### src/h264auc_pkg.sv
package h264auc_pkg;

   localparam int unsigned NAL_CNT_W = 3;
   localparam int unsigned CSR_IDX_W = 2;
   localparam int unsigned CSR_DATA_W = 8;

   // Register indexes on the configuration port.
   localparam logic [CSR_IDX_W-1:0] CSR_OUTPUT_SIDE = 2'd0;
   localparam logic [CSR_IDX_W-1:0] CSR_FIRST_SLICE_MASK = 2'd1;
   localparam logic [CSR_IDX_W-1:0] CSR_HEADER_MASK = 2'd2;
   localparam logic [CSR_IDX_W-1:0] CSR_MAX_LEVEL = 2'd3;

   localparam logic [3:0] FIRST_SLICE_MASK_RESET = 4'd7;
   localparam logic [3:0] HEADER_MASK_RESET = 4'd3;
   localparam logic [7:0] MAX_LEVEL_RESET = 8'd51;

   // NAL unit types.
   localparam logic [4:0] NAL_TYPE_MASK = 5'h1F;
   localparam logic [4:0] NAL_IDR = 5'd5;
   localparam logic [4:0] NAL_SPS = 5'd7;
   localparam logic [4:0] NAL_PPS = 5'd8;
   localparam logic [4:0] NAL_AUD = 5'd9;
   localparam logic [4:0] NAL_SLICE_FIRST = 5'd1;
   localparam logic [4:0] NAL_SLICE_LAST = 5'd4;

   // Presence bits.
   localparam logic [3:0] BIT_SPS = 4'h1;
   localparam logic [3:0] BIT_PPS = 4'h2;
   localparam logic [3:0] BIT_IDR = 4'h4;
   localparam logic [3:0] BIT_SLICE = 4'h8;

   typedef struct packed {
      logic [7:0] data_byte;
      logic       last_byte;
   } req_payload_type;

   typedef struct packed {
      logic config_present;
      logic sync_point;
      logic has_slice;
      logic status;
   } rsp_payload_type;

endpackage

### src/h264_access_unit_classifier_top.sv
// Annex B access unit classifier.
// Bytes of one buffer enter on the request channel (req_valid, req_stall,
// req_payload); the final byte of a buffer carries last_byte. For every
// buffer exactly one result leaves on the rsp_ channel, with the config,
// sync and slice flags and a status bit. Bytes without last_byte give no
// result.
// A byte is registered when accepted and processed from the input register;
// the result register is loaded when the last byte is processed, and rsp_valid
// rises with it. One byte is taken every cycle while req_stall is low; the
// start code tracking and classification of a byte is a single step of logic.
// When the receiver stalls, the result holds in its register and bytes keep
// flowing until a second last byte would need the result register; then
// req_stall rises until the pending result is taken.
// Configuration registers are written over csr_; the user must write them only
// while no buffer is in flight (not enforced here); csr_ready is always high.
// Synchronous reset clears the buffer state, drops any pending request or
// result and restores the register defaults.
module h264_access_unit_classifier_top #(
   parameter int unsigned MAX_NALS = 6
) (
   input  logic                                       clock,
   input  logic                                       reset,
   input  logic                                       req_valid,
   output logic                                       req_stall,
   input  h264auc_pkg::req_payload_type               req_payload,
   output logic                                       rsp_valid,
   input  logic                                       rsp_stall,
   output h264auc_pkg::rsp_payload_type               rsp_payload,
   input  logic                                       csr_valid,
   output logic                                       csr_ready,
   input  logic [h264auc_pkg::CSR_IDX_W-1:0]          csr_index,
   input  logic [h264auc_pkg::CSR_DATA_W-1:0]         csr_data
);
   import h264auc_pkg::*;

   typedef enum logic [1:0] {
      PH_SEEK,
      PH_HEADER,
      PH_BODY
   } phase_type;

   localparam logic [NAL_CNT_W-1:0] NAL_LIMIT = NAL_CNT_W'(MAX_NALS);

   // Configuration registers.
   logic       output_side_ff;
   logic [3:0] first_slice_mask_ff;
   logic [3:0] header_mask_ff;
   logic [7:0] max_level_ff;

   // Input register.
   logic            in_valid_ff;
   req_payload_type in_data_ff;

   // Buffer state.
   phase_type            phase_ff, phase_in;
   logic [1:0]           zero_run_ff, zero_run_in;
   logic [NAL_CNT_W-1:0] nal_count_ff, nal_count_in;
   logic [3:0]           presence_ff, presence_in;
   logic                 header_path_ff, header_path_in;
   logic [1:0]           sps_index_ff, sps_index_in;
   logic                 level_error_ff, level_error_in;

   // Result register.
   logic            rsp_valid_ff;
   rsp_payload_type rsp_data_ff, rsp_data_in;

   logic       fire;
   logic [4:0] kind;
   logic       first_nal;
   logic       classify;

   assign fire = in_valid_ff && !(in_data_ff.last_byte && rsp_valid_ff && rsp_stall);
   assign req_stall = in_valid_ff && !fire;
   assign rsp_valid = rsp_valid_ff;
   assign rsp_payload = rsp_data_ff;
   assign csr_ready = 1'b1;
   assign kind = in_data_ff.data_byte[4:0] & NAL_TYPE_MASK;

   always_comb begin
      phase_in = phase_ff;
      zero_run_in = zero_run_ff;
      nal_count_in = nal_count_ff;
      presence_in = presence_ff;
      header_path_in = header_path_ff;
      sps_index_in = sps_index_ff;
      level_error_in = level_error_ff;
      first_nal = 1'b0;
      classify = 1'b0;

      // The SPS level byte is the third byte after the SPS header.
      if (sps_index_ff != 2'd0) begin
         if (sps_index_ff == 2'd3) begin
            if (in_data_ff.data_byte > max_level_ff) begin
               level_error_in = 1'b1;
            end
            sps_index_in = 2'd0;
         end else begin
            sps_index_in = sps_index_ff + 2'd1;
         end
      end

      if (phase_ff == PH_HEADER) begin
         first_nal = !header_path_ff && (nal_count_ff == '0) && (presence_ff == '0);
         if (first_nal) begin
            if (kind == NAL_SPS || kind == NAL_PPS || kind == NAL_AUD) begin
               header_path_in = 1'b1;
               classify = 1'b1;
            end else begin
               header_path_in = 1'b0;
               if (kind == NAL_IDR) begin
                  presence_in = presence_in | BIT_IDR;
               end else if (kind >= NAL_SLICE_FIRST && kind <= NAL_SLICE_LAST) begin
                  presence_in = presence_in | BIT_SLICE;
               end
            end
         end else if (header_path_ff && !level_error_in && nal_count_ff < NAL_LIMIT) begin
            classify = 1'b1;
         end
         if (classify) begin
            if (kind == NAL_SPS) begin
               presence_in = presence_in | BIT_SPS;
               sps_index_in = 2'd1;
            end else if (kind == NAL_PPS) begin
               presence_in = presence_in | BIT_PPS;
            end else if (kind == NAL_IDR) begin
               presence_in = presence_in | BIT_IDR;
            end else begin
               presence_in = presence_in | BIT_SLICE;
            end
            nal_count_in = nal_count_ff + 1'b1;
         end
         phase_in = PH_BODY;
         zero_run_in = 2'd0;
      end else begin
         if (in_data_ff.data_byte == 8'd0) begin
            if (zero_run_ff != 2'd3) begin
               zero_run_in = zero_run_ff + 2'd1;
            end
         end else if (in_data_ff.data_byte == 8'd1 && zero_run_ff >= 2'd2) begin
            zero_run_in = 2'd0;
            // Within a NAL body a start code only matters on the header path.
            if (phase_ff == PH_SEEK || header_path_ff) begin
               phase_in = PH_HEADER;
            end
         end else begin
            zero_run_in = 2'd0;
         end
      end

      rsp_data_in = '0;
      if (level_error_in) begin
         rsp_data_in.status = 1'b1;
      end else if (output_side_ff) begin
         rsp_data_in.config_present = (presence_in & header_mask_ff) == header_mask_ff;
         rsp_data_in.sync_point = |(presence_in & BIT_IDR);
         rsp_data_in.has_slice = |(presence_in & BIT_SLICE);
      end else begin
         rsp_data_in.status = (presence_in & first_slice_mask_ff) != first_slice_mask_ff;
      end
   end

   always_ff @(posedge clock) begin
      if (reset) begin
         output_side_ff <= 1'b0;
         first_slice_mask_ff <= FIRST_SLICE_MASK_RESET;
         header_mask_ff <= HEADER_MASK_RESET;
         max_level_ff <= MAX_LEVEL_RESET;
         in_valid_ff <= 1'b0;
         rsp_valid_ff <= 1'b0;
         phase_ff <= PH_SEEK;
         zero_run_ff <= 2'd0;
         nal_count_ff <= '0;
         presence_ff <= '0;
         header_path_ff <= 1'b0;
         sps_index_ff <= 2'd0;
         level_error_ff <= 1'b0;
      end else begin
         if (csr_valid && csr_ready) begin
            case (csr_index)
               CSR_OUTPUT_SIDE: begin
                  output_side_ff <= csr_data[0];
               end
               CSR_FIRST_SLICE_MASK: begin
                  first_slice_mask_ff <= csr_data[3:0];
               end
               CSR_HEADER_MASK: begin
                  header_mask_ff <= csr_data[3:0];
               end
               CSR_MAX_LEVEL: begin
                  max_level_ff <= csr_data;
               end
               default: begin
               end
            endcase
         end

         if (req_valid && !req_stall) begin
            in_valid_ff <= 1'b1;
         end else if (fire) begin
            in_valid_ff <= 1'b0;
         end

         if (fire && in_data_ff.last_byte) begin
            rsp_valid_ff <= 1'b1;
         end else if (!rsp_stall) begin
            rsp_valid_ff <= 1'b0;
         end

         if (fire) begin
            if (in_data_ff.last_byte) begin
               phase_ff <= PH_SEEK;
               zero_run_ff <= 2'd0;
               nal_count_ff <= '0;
               presence_ff <= '0;
               header_path_ff <= 1'b0;
               sps_index_ff <= 2'd0;
               level_error_ff <= 1'b0;
            end else begin
               phase_ff <= phase_in;
               zero_run_ff <= zero_run_in;
               nal_count_ff <= nal_count_in;
               presence_ff <= presence_in;
               header_path_ff <= header_path_in;
               sps_index_ff <= sps_index_in;
               level_error_ff <= level_error_in;
            end
         end
      end
   end

   // Payload registers need no reset.
   always_ff @(posedge clock) begin
      if (req_valid && !req_stall) begin
         in_data_ff <= req_payload;
      end
      if (fire && in_data_ff.last_byte) begin
         rsp_data_ff <= rsp_data_in;
      end
   end

endmodule

### config.mk
export PLATFORM = sky130hd
export DESIGN_NAME = h264_access_unit_classifier_top
export DESIGN_NICKNAME = d
export VERILOG_FILES = /design/src/h264auc_pkg.sv /design/src/h264_access_unit_classifier_top.sv
export SDC_FILE = /design/constraint.sdc
export NUM_CORES = 1
export LEC_CHECK = 0
export BUFFER_PORTS_ARGS = -buffer_cell sky130_fd_sc_hd__buf_2
export CAP_MARGIN = 20
export CORE_ASPECT_RATIO = 1.25
export CORE_MARGIN = 3
export CORE_UTILIZATION = 35
export DETAILED_ROUTE_END_ITERATION = 8
export MAX_ROUTING_LAYER = met4
export PLACE_DENSITY = 0.65
export SLEW_MARGIN = 10
export SYNTH_ARGS = -nofsm -noshare
export SYNTH_HDL_FRONTEND = slang
export SYNTH_SLANG_ARGS = --single-unit
export TNS_END_PERCENT = 1
### constraint.sdc
create_clock -name clock -period 2.1 [get_ports clock]
set_input_delay 0.63 -clock clock [delete_from_list [all_inputs] [get_ports clock]]
set_output_delay 0.63 -clock clock [all_outputs]
set_load 0.1 [all_outputs]
=== Word-level counts from Yosys, hierarchy flattened ===
Index checks and enable logic that the tools add are counted.

* Flip-flop bits (word level): 47
* Word-level logic and storage cells: 131

* Add/sub/neg operators: 3
* $lt $le $gt $ge: 5
* Equal/unequal tests: 16
* Multiplexer cells: 44
* Bitwise logic cells: 3
* Reduce and logical (&&, ||, !) cells: 41

{| class="wikitable"
|+ Operator list
! cell !! count
|-
| 2-to-1 mux 4 bit || 10
|-
| 2-to-1 mux 2 bit || 15
|-
| 2-to-1 mux 1 bit || 16
|-
| logical AND 1 bit || 12
|-
| equality test 5 x 3 -> 1 bit, second input constant || 2
|-
| equality test 5 x 4 -> 1 bit, second input constant || 2
|-
| AND reduction 2 bit || 5
|-
| nonzero test 2 bit || 5
|-
| 2-to-1 mux 3 bit || 3
|-
| bitwise AND 4 bit || 2
|-
| equality test 8 x 1 -> 1 bit, second input constant || 1
|-
| > comparator 8 bit || 1
|-
| logical NOT 8 bit || 1
|-
| equality test 2 bit, second input constant || 3
|-
| AND reduction 3 bit || 2
|-
| nonzero test 3 bit || 2
|-
| greater-or-equal comparator 5 x 1 -> 1 bit, second input constant || 1
|-
| less-or-equal comparator 5 x 3 -> 1 bit, second input constant || 1
|-
| logical NOT 1 bit || 5
|-
| adder 2 x 1 -> 2 bit, second input constant || 2
|-
| equality test 2 x 1 -> 1 bit, second input constant || 2
|-
| equality test 4 bit || 1
|-
| logical NOT 2 bit || 2
|-
| logical NOT 4 bit || 1
|-
| other kinds (13) || 15
|}

=== Longest topological paths before layout ===
* Depth after elaboration: 15
* Depth in mapped cells: 9
* Mapped depth without buffers: 9

=== Worst setup path after synthesis ===
Ideal clock, no wire load.

* Kind: reg2reg
* Start: register rsp_valid_ff (netlist: rsp_valid)
* End: register in_data_ff[0] (netlist name) (enable)
* Library setup time: 0.394 ns
* Arrival: 2.937 ns
* Required time: 1.706 ns
* Setup slack: -1.230 ns
* Cell stages (with the launch flop): 4
* Period minus slack after synthesis: 3.330 ns
* Cells stage by stage: dfxtp_1 > nand2_1 > nor2_1 > nor2b_1

* Longest elaborated chain between the ends: 8

{| class="wikitable"
|+ RTL lines
! what !! line !! source
|-
| start: declaration || h264_access_unit_classifier_top.sv:64 || <nowiki>logic rsp_valid_ff;</nowiki>
|-
| start signal: assignment || h264_access_unit_classifier_top.sv:169 || <nowiki>rsp_valid_ff <= 1'b0;</nowiki>
|-
| start signal: assignment || h264_access_unit_classifier_top.sv:204 || <nowiki>rsp_valid_ff <= 1'b1;</nowiki>
|-
| start signal: assignment || h264_access_unit_classifier_top.sv:206 || <nowiki>rsp_valid_ff <= 1'b0;</nowiki>
|-
| logical AND 1 bit (2 in series) || h264_access_unit_classifier_top.sv:72 || <nowiki>assign fire = in_valid_ff && !(in_data_ff.last_byte && rsp_valid_ff && rsp_stall);</nowiki>
|-
| logical NOT 1 bit || h264_access_unit_classifier_top.sv:72 ||
|-
| logical AND 1 bit || h264_access_unit_classifier_top.sv:72 ||
|-
| logical NOT 1 bit || h264_access_unit_classifier_top.sv:73 || <nowiki>assign req_stall = in_valid_ff && !fire;</nowiki>
|-
| logical AND 1 bit || h264_access_unit_classifier_top.sv:73 ||
|-
| via req_stall || h264_access_unit_classifier_top.sv:24 || <nowiki>output logic req_stall,</nowiki>
|-
| logical NOT 1 bit || h264_access_unit_classifier_top.sv:233 || <nowiki>if (req_valid && !req_stall) begin</nowiki>
|-
| logical AND 1 bit || h264_access_unit_classifier_top.sv:233 ||
|-
| end signal: assignment || h264_access_unit_classifier_top.sv:234 || <nowiki>in_data_ff <= req_payload;</nowiki>
|-
| end: declaration || h264_access_unit_classifier_top.sv:52 || <nowiki>req_payload_type in_data_ff;</nowiki>
|}

The timed path passes the listed nets, and every way through them passes these cells.
A chain may end at the register's enable or synchronous reset.

=== Worst setup path in the final report ===
* Start: register in_data_ff[2] (netlist name)
* End: register rsp_data_ff (netlist bit rsp_payload[3]) (data pin)

* Longest elaborated chain between the ends: 14
* Elaborated cells on any way between the ends: 32

{| class="wikitable"
|+ RTL lines
! what !! line !! source
|-
| > comparator 8 bit || h264_access_unit_classifier_top.sv:93 || <nowiki>if (in_data_ff.data_byte > max_level_ff) begin</nowiki>
|-
| 2-to-1 mux 1 bit || h264_access_unit_classifier_top.sv:93 ||
|-
| 2-to-1 mux 1 bit || h264_access_unit_classifier_top.sv:92 || <nowiki>if (sps_index_ff == 2'd3) begin</nowiki>
|-
| 2-to-1 mux 1 bit || h264_access_unit_classifier_top.sv:91 || <nowiki>if (sps_index_ff != 2'd0) begin</nowiki>
|-
| logical NOT 1 bit || h264_access_unit_classifier_top.sv:116 || <nowiki>end else if (header_path_ff && !level_error_in && nal_count_ff < NAL_LIMIT) begin</nowiki>
|-
| logical AND 1 bit (2 in series) || h264_access_unit_classifier_top.sv:116 ||
|-
| 2-to-1 mux 1 bit || h264_access_unit_classifier_top.sv:116 ||
|-
| 2-to-1 mux 1 bit || h264_access_unit_classifier_top.sv:104 || <nowiki>if (first_nal) begin</nowiki>
|-
| 2-to-1 mux 1 bit || h264_access_unit_classifier_top.sv:102 || <nowiki>if (phase_ff == PH_HEADER) begin</nowiki>
|-
| 2-to-1 mux 4 bit || h264_access_unit_classifier_top.sv:119 || <nowiki>if (classify) begin</nowiki>
|-
| 2-to-1 mux 4 bit || h264_access_unit_classifier_top.sv:102 ||
|-
| bitwise AND 4 bit || h264_access_unit_classifier_top.sv:154 || <nowiki>rsp_data_in.config_present = (presence_in & header_mask_ff) == header_mask_ff;</nowiki>
|-
| equality test 4 bit || h264_access_unit_classifier_top.sv:154 ||
|-
| end signal: assignment || h264_access_unit_classifier_top.sv:237 || <nowiki>rsp_data_ff <= rsp_data_in;</nowiki>
|-
| end: declaration || h264_access_unit_classifier_top.sv:65 || <nowiki>rsp_payload_type rsp_data_ff, rsp_data_in;</nowiki>
|}

Several ways; a longest one is shown, not always the timed one. The select of a mux whose other input is x is not followed.

==> qor.log <==
INFO  yosys          synth-warning-count=0
INFO  clock_tree     clock_sinks=47
INFO  final_layout   layout.core_utilization=46.2%
INFO  setup_path     path_buf_inv=0
INFO  final_layout   sequential_cell_area_in_the_final_layout=1070µm²
INFO  yosys          synth_top_family_by_area=simple AND/OR/NAND/NOR gates
INFO  final_layout   antenna-diode-count=0
INFO  pwr            clkPwrFrac=31.4%
INFO  timing         final-hold-violation-count=0
INFO  clock_tree     clock_tree.htree_level_count=2
INFO  flow_run       max_cap_viol_count=0
INFO  hold_path      min_path_type=register to register
INFO  setup_path     timing.critical_path.slowest_stage_cell=sky130_fd_sc_hd__edfxtp_1
INFO  yosys          ys_async_sr_fraction=0%
INFO  setup_path     ff2ff_path_depth=8
INFO  global_route   grt_max_degree=32
INFO  yosys          synthesis.area=2370µm²
INFO  final_layout   multiInputGateArea=1240µm²
INFO  timing         timing.final.ws_setup=-224ps
INFO  die            fp.dieH=98.0µm
INFO  setup_path     reg2reg_to=rsp_payload[3]
INFO  clock_tree     cts_made_buffers=5
INFO  setup_path     worst-endpoint-required=2240ps
INFO  setup_path     reg2reg_setup_slack=-220ps
INFO  setup_path     timing_worst_setup_path_type=register to register
INFO  setup_path     cp-startpoint=in_data_ff[2]
INFO  drt            ant_nets=0
INFO  yosys          synth.net_count=301
INFO  pwr            power.share.combinational=11.7%
INFO  placed_design  gp_congestion=0.981
INFO  timing         hold_slack=459ps
INFO  clock_tree     longest_clk_path_bufs=2
INFO  global_route   vias_in_the_first_global_route=1,915
INFO  pwr            p_sw=0.444mW
INFO  yosys          post_synth_fa_ha_maj_area_fraction=7.91%
INFO  drt            detailedRoute.firstIterationViolations=115
INFO  setup_path     worstSetupStartpointType=register
INFO  yosys          synth-simple-area-share=24.1%
INFO  yosys          post_synth.cell_area_avg=9.05µm²
INFO  final_layout   fin_cells=399
INFO  clock_tree     clk_transition_reported_paths=90ps
INFO  die            fp-row-count=32
INFO  die            initial_core_util=37.3%
INFO  yosys          synth.top_cell.area_share=28.7%
INFO  global_route   antenna_found_initial=0
INFO  final_layout   layout.nets=352
INFO  setup_path     endpoint=rsp_payload[3]
INFO  final_layout   share_of_post_route_cells_with_drive_strength_above_1=25.5%
INFO  die            io_pins=31
INFO  timing         timing.final.max_slew_violations=0
INFO  yosys          ys_types=50
INFO  placed_design  io_buffers=29
INFO  timing         fin_crit=2320ps
INFO  clock_tree     cts.root.buffer_cell=sky130_fd_sc_hd__clkbuf_8
INFO  yosys          synth_enable_flop_cells=13
INFO  placed_design  dp_hpwl=3920µm
INFO  run_status     outcome=complete, but fails checks
INFO  setup_path     worstSetupPathDepth=8
INFO  yosys          synthXorXnorAreaFrac=0.369%
INFO  pwr            internal_power=1.27mW
INFO  die            fp.coreArea=6370µm²
INFO  global_route   grt.total_usage=14.4%
INFO  pwr            leakagePower=1.20nW
INFO  timing         setup-tns-final=-942ps
INFO  setup_path     worst_ep_arrival_time=2460ps
INFO  timing         rsz0062_at_grt=yes
INFO  final_layout   fillers=625
INFO  yosys          share_of_the_yosys_chip_area_belonging_to_registers=45.1%
INFO  clock_tree     clock_latency=300ps
INFO  yosys          synth.area.mux_share=1.27%
INFO  drt            vias=1,975
INFO  timing         fmax=0.430GHz
INFO  run_status     violations_in_the_final_reports=setup timing
INFO  pwr            cellPowerDensity=583nW/µm²
INFO  timing         final_worst_path_cycle_share=111%
INFO  drt            routed_wirelength=5070µm
INFO  setup_path     max_stage_delay=460ps
INFO  yosys          synth_compound_area_share=16.0%
INFO  yosys          synthTopCellsByArea=sky130_fd_sc_hd__dfxtp_1 29%, sky130_fd_sc_hd__edfxtp_1 16%, sky130_fd_sc_hd__ha_1 7.9%, sky130_fd_sc_hd__nor2_1 7.1%, sky130_fd_sc_hd__a21oi_1 3.8%
INFO  yosys          synth_top_area_cell=sky130_fd_sc_hd__dfxtp_1
INFO  drt            detailed_routing_iterations_pass_1=4
INFO  global_route   grt_first_pass_wirelength=8800µm
INFO  setup_path     critical_path.max_fanout=4
INFO  global_route   grt-ovfl-total=0
INFO  clock_tree     post_cts.repair.setup_buffers=0
INFO  clock_tree     cts_tree=done
INFO  final_layout   area_delta_synth_final=24.0%
INFO  timing         report.final.setup_viol=10
INFO  pwr            power.share.switching=25.9%
INFO  pwr            max-vdd-ir-drop=368µV
INFO  setup_path     timing.rr.start=in_data_ff[2]
INFO  yosys          yosys_register_bits=47
INFO  die            die_width=79.6µm
INFO  drt            drt-vias-per-instance=4.95
INFO  yosys          yosys_most_used_dff=sky130_fd_sc_hd__dfxtp_1
INFO  placed_design  post-place-cells=391
INFO  drt            remaining_drc_errors=0
INFO  timing         skew=6.84ps
INFO  die            design.die.area=7810µm²
INFO  setup_path     cell_chain_of_the_critical_path=ha_4 > nor2b_1 > o211ai_1 > a21oi_2 > o31ai_4 > a31oi_1 > a32o_2 > nor4b_4
INFO  setup_path     timing.critical_path.max_delay_family=compound AO/OA/AOI/OAI gates
INFO  yosys          post_synthesis_instance_total=262
INFO  pwr            power.share.sequential=56.9%
INFO  timing         tightestPinTransition=570ps
INFO  setup_path     critical_path.endpoint_type=register
INFO  timing         relSlewSlack=62.0%
INFO  drt            wl_per_cell=12.7µm
repair_timing:
| action | CTS | global route |
|---|---|---|
| resized for setup | 5 | 10 |
| setup endpoints to repair | 12 | 13 |
| hold buffers | 0 | 0 |
| pin swaps | 1 | 1 |
worst min path at each step:
| stage | cells after the start | slack, ps | to | start |
|---|---|---|---|---|
| floorplan | 1 | 430 | header_mask_ff[0] | header_mask_ff[0] |
| global placement | 2 | 440 | max_level_ff[2] | max_level_ff[2] |
| detailed placement | 2 | 450 | max_level_ff[2] | max_level_ff[2] |
| CTS | 2 | 470 | max_level_ff[6] | max_level_ff[6] |
| global route | 2 | 480 | max_level_ff[6] | max_level_ff[6] |
| finish | 2 | 460 | max_level_ff[6] | max_level_ff[6] |
routing by layer:
| layer | routed length, µm | track usage, % |
|---|---|---|
| met5 | 0 | - |
| met4 | 93 | 4.37 |
| met3 | 212 | 3.04 |
| met2 | 2480 | 23.6 |
| met1 | 2290 | 17.6 |
registers in the layout, indices dropped and copies added (netlist names), 2 cells and up:
signal               cells
in_data_ff               9
max_level_ff             8
first_slice_mask_ff      4
header_mask_ff           4
presence_ff              4
rsp_payload              4
nal_count_ff             3
phase_ff                 2
sps_index_ff             2
zero_run_ff              2
layout by cell type, fill, tap and decap left out, drive strengths merged, types with 4 or more instances in the layout:
master  Yosys  routed
o21ai       8       8
buf         2      53
nand2      20      20
nor2b       6       6
or3         4       4
a21oi      19      19
inv        22      23
a211o       8       8
dfxtp      34      34
nand3b      5       5
nand3       7       7
ha         15      15
edfxtp     13      13
nor2       45      45
clkbuf      7       5
kinds of logic (layout without fill, tap and decap cells):
kind of cell	count (synthesis)	count (layout)
DFF	47	47
and+or+nand+nor	110	110
xor gates and xnor gates	1	1
adders and majority gates	15	15
other	1	1
AOI/OAI and AO/OA	54	54
muxes	3	3
buffers and inverters	31	83
cell type report:
type / count / share of cell area (%)
Multi-Input combinational cell: 184 / 42.3
Sequential cell: 47 / 36.5
Timing Repair Buffer: 53 / 11.8
Tap cell: 85 / 3.62
Inverter: 22 / 2.81
Clock buffer: 5 / 2.34
Clock inverter: 3 / 0.638
through the flow:
step	cell area [µm²]	total power [mW]	setup WS, ps
after floorplan	2380	1.12	-226
after global placement	2790	1.19	-155
after detailed placement	2790	1.19	-232
after CTS	2900	1.73	-234
after global routing	2940	1.80	-319
final	2940	1.72	-224
cells in the mapped netlist (all sizes together), types with 2 or more instances:
library cell and n:
edfxtp 13, dfxtp 34, nor4 3, buf 2, nor2 45, mux2i 3
nand2 20, o21ai 8, a21oi 19, nor2b 6, and3 3, nand3b 5
clkbuf 7, inv 22, or3 4, a211o 8, nand4 3, a31oi 3
a41oi 2, o31ai 2, nor3b 3, nand2b 2, nor3 2, nand3 7
ha 15
worst min-delay path: cells and delay by family, from the launching register on:
kind             cells  cell delay [ps]
AND/OR/NAND/NOR      1               50
AO/OA/AOI/OAI        1               50
flip-flops           1              320
power groups by stage:
stage / clock, mW / sequential [mW] / combinational (mW)
after CTS: 0.559 / 0.976 / 0.199
after global placement: 0 / 0.997 / 0.192
after global routing: 0.592 / 0.981 / 0.225
after detailed placement: 0 / 0.997 / 0.195
final: 0.539 / 0.977 / 0.201
after floorplan: 0 / 1.01 / 0.110
No activity file was read; power rests on OpenSTA's default activity.
